==> src/rtl/tfcp_pkg.sv <==
`timescale 1ns / 1ps
// Shared constants, state type and control/status structs of the two-level FIFO cache policy.
package tfcp_pkg;

  localparam int unsigned LOW_DEPTH_DEF  = 448;
  localparam int unsigned HIGH_DEPTH_DEF = 192;
  localparam int unsigned COUNT_W_DEF    = 16;
  localparam int unsigned KEY_W          = 32;
  localparam int unsigned THR_W          = 16;
  localparam logic [THR_W-1:0] THR_RESET = 16'd2;

  // controller states, one-hot
  typedef enum logic [10:0] {
    S_IDLE = 11'b000_0000_0001,
    S_LRD  = 11'b000_0000_0010,
    S_LCMP = 11'b000_0000_0100,
    S_HRD  = 11'b000_0000_1000,
    S_HCMP = 11'b000_0001_0000,
    S_MISS = 11'b000_0010_0000,
    S_POP  = 11'b000_0100_0000,
    S_DEM  = 11'b000_1000_0000,
    S_PRO  = 11'b001_0000_0000,
    S_APP  = 11'b010_0000_0000,
    S_DONE = 11'b100_0000_0000
  } state_t;

  // commands from controller to datapath
  typedef struct packed {
    logic load;      // latch key, clear result flags
    logic rd_low;    // read low ring at scan index
    logic rd_high;   // read high ring at scan index
    logic cmp_low;   // compare low word, bump count on match
    logic cmp_high;  // compare high word, bump count on match
    logic idx_clr;
    logic idx_inc;
    logic rd_lhead;  // read oldest low word
    logic rd_hhead;  // read oldest high word
    logic pop;       // retire oldest low word
    logic demote;    // move oldest high word to low tail
    logic promote;   // append held word to high ring
    logic append;    // append missed key to low ring
    logic finish;    // present result
  } cmd_t;

  // status from datapath to controller
  typedef struct packed {
    logic low_match;
    logic high_match;
    logic low_last;
    logic high_last;
    logic low_full;
    logic high_full;
    logic promo;
  } stat_t;

endpackage

==> src/rtl/tfcp_ctrl.sv <==
`timescale 1ns / 1ps
// Controller state machine: scan, miss cascade and result sequencing.
module tfcp_ctrl (
  input  logic           clk,
  input  logic           rst_n,
  input  logic           start,
  output logic           busy,
  input  tfcp_pkg::stat_t st,
  output tfcp_pkg::cmd_t  cmd
);
  import tfcp_pkg::*;

  state_t state_r, state_nxt;

  always_ff @(posedge clk) begin
    if (!rst_n) begin
      state_r <= S_IDLE;
    end else begin
      state_r <= state_nxt;
    end
  end

  assign busy = (state_r != S_IDLE);

  // next state and commands
  always_comb begin
    state_nxt = state_r;
    cmd       = '0;
    case (state_r)
      S_IDLE: begin
        if (start) begin
          cmd.load    = 1'b1;
          cmd.idx_clr = 1'b1;
          state_nxt   = S_LRD;
        end
      end
      S_LRD: begin
        cmd.rd_low = 1'b1;
        state_nxt  = S_LCMP;
      end
      S_LCMP: begin
        cmd.cmp_low = 1'b1;
        if (st.low_match) begin
          state_nxt = S_DONE;
        end else if (st.low_last) begin
          cmd.idx_clr = 1'b1;
          state_nxt   = S_HRD;
        end else begin
          cmd.idx_inc = 1'b1;
          state_nxt   = S_LRD;
        end
      end
      S_HRD: begin
        cmd.rd_high = 1'b1;
        state_nxt   = S_HCMP;
      end
      S_HCMP: begin
        cmd.cmp_high = 1'b1;
        if (st.high_match) begin
          state_nxt = S_DONE;
        end else if (st.high_last) begin
          state_nxt = S_MISS;
        end else begin
          cmd.idx_inc = 1'b1;
          state_nxt   = S_HRD;
        end
      end
      S_MISS: begin
        if (st.low_full) begin
          cmd.rd_lhead = 1'b1;
          state_nxt    = S_POP;
        end else begin
          state_nxt = S_APP;
        end
      end
      S_POP: begin
        cmd.pop = 1'b1;
        if (!st.promo) begin
          state_nxt = S_MISS;
        end else if (st.high_full) begin
          cmd.rd_hhead = 1'b1;
          state_nxt    = S_DEM;
        end else begin
          state_nxt = S_PRO;
        end
      end
      S_DEM: begin
        cmd.demote = 1'b1;
        state_nxt  = S_PRO;
      end
      S_PRO: begin
        cmd.promote = 1'b1;
        state_nxt   = S_MISS;
      end
      S_APP: begin
        cmd.append = 1'b1;
        state_nxt  = S_DONE;
      end
      S_DONE: begin
        cmd.finish = 1'b1;
        state_nxt  = S_IDLE;
      end
      default: begin
        state_nxt = S_IDLE;
      end
    endcase
  end
endmodule

==> config.mk <==
export PLATFORM = sky130hd
export DESIGN_NAME = tfcp_ctrl
export DESIGN_NICKNAME = d
export VERILOG_FILES = /design/src/rtl/tfcp_pkg.sv /design/src/rtl/tfcp_ctrl.sv
export SDC_FILE = /design/constraint.sdc
export NUM_CORES = 1
export LEC_CHECK = 0
export BUFFER_PORTS_ARGS = -buffer_cell sky130_fd_sc_hd__buf_2
export CAP_MARGIN = 20
export CORE_UTILIZATION = 42
export CTS_CLUSTER_DIAMETER = 50
export CTS_CLUSTER_SIZE = 40
export DETAILED_ROUTE_END_ITERATION = 10
export PLACE_DENSITY = 0.7
export SYNTH_ARGS = -nofsm -noshare
export SYNTH_HDL_FRONTEND = slang
export SYNTH_SLANG_ARGS = --single-unit
==> constraint.sdc <==
create_clock -name clk -period 1.6 [get_ports clk]
set_clock_uncertainty 0.15 [all_clocks]
set_input_delay 0.32 -clock clk [delete_from_list [all_inputs] [get_ports clk]]
set_output_delay 0.32 -clock clk [all_outputs]
set_load 0.01 [all_outputs]
==> flow_summary.toml, run 1 <==
[status]
status = "finished with violations"
violations = "setup timing"

[synthesis]
ys_seq_elements = 11
syn_area_per_cell_um2 = 8.37
synth_nets = 93
synthCells = 83
syn-cell-area_um2 = 694
synthArstFlopShare_pct = 0
synth_edf_count = 0
yosysUniqueCellTypes = 33
ys.flop_type = "dfxtp_1"
yosysWarnings = 0
ys_seq_area_share_pct = 31.7

[cts]
cts_sinks = 11
path_clk_slew_ps = 90
clock_path_buffers = 2
cts_tree = "done"
h-tree-depth = 1
root_buffer = "clkbuf_4"
insertion_delay_ps = 290
cts_buffers = 3

[timing]
finalCritPeriodShare_pct = 133
fin_crit_ps = 2130
finalHoldViolCount = 0
relSlewSlack_pct = 74.7
rsz0062_at_grt = "true"
tightest_slew_ps = 374
finalSetupTns_ps = -8630
fin_ws_ps = -534
timing.hold.ws_ps = 107
slew_violations = 0
fmax_mhz = 469
setup_viol = 26

[final_layout]
diodes = 0
multi_input_area_um2 = 578
regMostFlops = "state_r"
largest_reg_flops = 11
register_area_um2 = 239
largestRegisters = "state_r (11)"
final_nets = 162
layout_commonest_cell = "buf_4"
most-common-layout-cells = "buf_4, buf_6, buf_2, nor2_1, dfxtp_2"
area_growth_pct = 105
drive_gt1_share_pct = 72.8
n_fill_cell = 50

[power_and_ir_drop]
switching_power_uw = 213
power_frac_seq_pct = 41.6
clockPowerShare_pct = 30.3
intPower_uw = 477
leakage_uw = 0.000711
netSwitchingFraction_pct = 30.9
p_per_area_nw_per_um2 = 485
ir_worst_vdd_mv = 0.467
combinationalPowerShare_pct = 28.1

[place]
dp_hpwl_um = 1490
port_buffers = 24
place.gp.congestion = 0.844

[grt]
grt_antenna_before_repair = 0
met3_usage_pct = 4.26
grt_usage_pct = 26.4
grt_max_degree = 10
busiest_layer = "met2"
grt_first_pass_wirelength_um = 3630
grt_overflow_total = 0
first_global_vias = 889
grt_use_met1_pct = 29.8
grtUsageMet2_pct = 46.4

[critical_path]
worstReg2RegStart = "state_r[0]"
cp_max_fo = 5
required_ps = 1130
r2r-end = "state_r[7]"
path_cells = "buf_4, nor4b_1, and3_4, nand2_4, nand2_2, buf_2"
cp-start-kind = "register"
crit_path_top_delay_cell = "dfxtp_2"
end_kind = "output pin"
ff2ff_path_depth = 8
worstSetupPathType = "register to output pin"
rrSetupSlack_ps = -220
max_stage_delay_ps = 350
crit_arrival_ps = 1660

[route]
drtPass1Iterations = 4
routed_via_density = 5.95
ant_nets = 0
drt_first_iter_violations = 46
vias = 994
drc = 0
routedWlPerCell_um = 19.0
wl_um = 3170

[floorplanning]
start_util_pct = 45.6
rows = 14
dieHeight_um = 42.7
ios = 25
fp.coreArea_um2 = 1520
die_w_um = 42.7
die_area_um2 = 1820

[hold_path]
worstHoldStart = "st[2]"
hold_path_depth = 2
hold_class = "input pin to register"
min_to = "state_r[9]"

[job]
drv_cap = 0
worst max-delay path by stage:
stage          slack (ps)  startpoint     end
2_1_floorplan        -110  state_r[3]  cmd[7]
3_3_place_gp         -160  state_r[3]  cmd[7]
3_5_place_dp         -190  state_r[3]  cmd[7]
4_1_cts              -440  state_r[5]  cmd[8]
5_1_grt              -600  state_r[4]  cmd[7]
6_report             -530  state_r[7]  cmd[7]
final cells by class:
cell class	instances	share of cell area, %
Sequential cell	11	16.8
Timing Repair Buffer	66	37.4
Tap cell	16	1.40
Clock buffer	4	1.84
Inverter	7	2.02
Multi-Input combinational cell	63	40.6
timing repair:
action,4_1_cts,5_1_grt
pin swaps,7,11
resized for setup,30,25
hold buffers,0,0
setup endpoints to repair,23,25
hold endpoints to repair,0,0
setup buffers,11,10
critical path, delay by kind of cell, from the launching register on:
family	cells	cell delay, ps
AND/OR/NAND/NOR	4	760
buffers and inverters	2	260
flip-flops	1	350
cell usage after synthesis (all sizes together), types with 3 or more instances:
cell type	n	share of area [%]
and4	3	4.1
dfxtp	11	32
inv	7	3.8
nand2	6	3.2
nand3	6	5.0
nand4	3	2.7
nor2	10	5.4
nor3	3	2.2
nor4	3	7.0
nor4b	4	5.0
o21ai	3	3.8
per-stage QoR:
step	setup slack [ps]	utilization, %	instance area [um2]	power, uW	std cells
floorplan	-114	-	743	353	83
global placement	-161	70.7	1080	418	149
detailed placement	-191	70.7	1080	420	149
CTS	-441	84.2	1280	642	161
global route	-605	93.5	1430	711	167
finish	-534	93.5	1430	691	167
cell families after synthesis:
group                  Yosys count  synth area share (%)
buffers and inverters            9                  5.23
flip-flops                      11                  31.7
AO/OA/AOI/OAI                   10                  12.1
AND/OR/NAND/NOR                 51                  48.5
XOR/XNOR                         2                  2.52
layer usage:
layer  vias up  part of all wire, %
met5         -                    0
met4         0                  4.1
met3        16                  6.6
met2        64                   49
met1       472                   40
li1        442                    -
power groups by stage:
stage / registers [uW] / clock network (uW) / logic (uW)
after floorplan: 292 / 0 / 60.5
after global placement: 292 / 0 / 127
after detailed placement: 292 / 0 / 128
after CTS: 287 / 198 / 158
after global routing: 287 / 219 / 205
final: 287 / 209 / 194
(Power assumes the default switching activity.)
==> inputs of run 2 (changes only) <==
--- a/config.mk
+++ b/config.mk
@@ -12,6 +12,7 @@
 export CTS_CLUSTER_SIZE = 40
 export DETAILED_ROUTE_END_ITERATION = 10
 export PLACE_DENSITY = 0.7
+export REMOVE_ABC_BUFFERS = 1
 export SYNTH_ARGS = -nofsm -noshare
 export SYNTH_HDL_FRONTEND = slang
 export SYNTH_SLANG_ARGS = --single-unit
==> flow_summary.toml, run 2 (same netlist as run 1, synthesis figures left out) <==
[route]
routed_via_density = 5.68
drtPass1Iterations = 4
routedWlPerCell_um = 17.2
drt_first_iter_violations = 27
drc = 0
vias = 937
wl_um = 2830
ant_nets = 0

[timing]
fmax_mhz = 473
fin_ws_ps = -513
finalHoldViolCount = 0
finalCritPeriodShare_pct = 132
rsz0062_at_grt = "true"
relSlewSlack_pct = 73.1
setup_viol = 24
slew_violations = 0
fin_crit_ps = 2110
tightest_slew_ps = 398

[hold_path]
hold_path_depth = 2
hold_class = "input pin to register"
min_to = "state_r[9]"
worstHoldStart = "st[2]"

[place]
place.gp.congestion = 0.817
pre_cts_ws_ps = -172
dpl.cell_count = 146
dp_hpwl_um = 1490
port_buffers = 24

[power_and_ir_drop]
leakage_uw = 0.000673
finalPower_uw = 665
ir_worst_vdd_mv = 0.609
p_per_area_nw_per_um2 = 495

[cts]
cts_tree = "done"
clock_path_buffers = 2
cts_sinks = 11
postCtsHoldBufs = 0
insertion_delay_ps = 270
cts_buffers = 3
path_clk_slew_ps = 70
root_buffer = "clkbuf_4"
h-tree-depth = 1

[floorplanning]
start_util_pct = 45.6
fp.coreArea_um2 = 1520
die_w_um = 42.7
rows = 14
ios = 25
die_area_um2 = 1820
dieHeight_um = 42.7

[critical_path]
ff2ff_path_depth = 7
worstReg2RegStart = "state_r[4]"
crit_arrival_ps = 1640
worstSetupPathType = "register to output pin"
rrSetupSlack_ps = -350
end_kind = "output pin"
required_ps = 1130
cp-start-kind = "register"
r2r-end = "state_r[8]"
cp_max_fo = 5

[final_layout]
fin_cells = 165
largestRegisters = "state_r (11)"
largest_reg_flops = 11
diodes = 0
area_growth_pct = 93.5
layout_commonest_cell = "buf_4"
final_nets = 160
drive_gt1_share_pct = 69.1
n_fill_cell = 65
most-common-layout-cells = "buf_4, buf_2, buf_6, nor2_1"
fin_util_pct = 88.2
regMostFlops = "state_r"

[status]
violations = "setup timing"
status = "finished with violations"

[grt]
grt_usage_pct = 26.8
first_global_vias = 852
grt_max_degree = 11
grt_first_pass_wirelength_um = 3660
grt_antenna_before_repair = 0
grt_overflow_total = 0

[job]
drv_cap = 0
-- run 2: worst max path at each step --
stage	startpoint	slack, ps	end	depth (start not counted)
2_1_floorplan	state_r[8]	-440	cmd[8]	4
3_3_place_gp	state_r[0]	-140	cmd[6]	6
3_5_place_dp	state_r[6]	-170	cmd[5]	6
4_1_cts	state_r[3]	-440	cmd[6]	6
5_1_grt	state_r[6]	-590	cmd[6]	6
6_report	state_r[6]	-510	cmd[6]	6
-- run 2: routing by layer --
metal  vias up  share of wire (%)  global-route usage (%)
met2        39                 53                    43.9
met1       456                 42                    33.1
met5         -                  0                       0
met3         8                4.7                    7.66
met4         0                1.0                    10.0
li1        434                  -                       -
-- run 2: area by class of cell --
| cell class | count | area (um2) | share of cell area, % |
|---|---|---|---|
| clock buffers | 4 | 26.3 | 1.96 |
| flip-flops and latches | 11 | 234 | 17.4 |
| inverters | 7 | 26.3 | 1.96 |
| well taps | 16 | 20.0 | 1.49 |
| multi-input cells | 63 | 539 | 40.1 |
| repair buffers | 64 | 498 | 37.1 |
-- run 2: where the power goes --
part | internal [uW] | switching, uW
registers | 277 | 8.57
logic | 96.0 | 83.1
clock network | 96.8 | 103
-- run 2: timing repair --
action	4_1_cts	5_1_grt
resized for setup	35	17
buffers inserted	9	6
endpoints found under the hold margin	0	0
setup endpoints to repair	24	25
pin swaps	13	9
-- run 2: metrics by stage --
step / TNS, ps / hold slack [ps] / cell area (um2)
finish: -9010 / 130 / 1340
global route: -10690 / 127 / 1340
CTS: -6630 / 93.8 / 1240
detailed placement: -1780 / 370 / 1010
global placement: -1670 / 370 / 1010
floorplan: -5820 / 249 / 684
-- run 2: critical path: stages, from the launching register on --
cell     delay, ps
dfxtp_2        380
nor4b_1        410
buf_4          200
and3_4         190
nand2_4         50
inv_2           50
buf_6           90
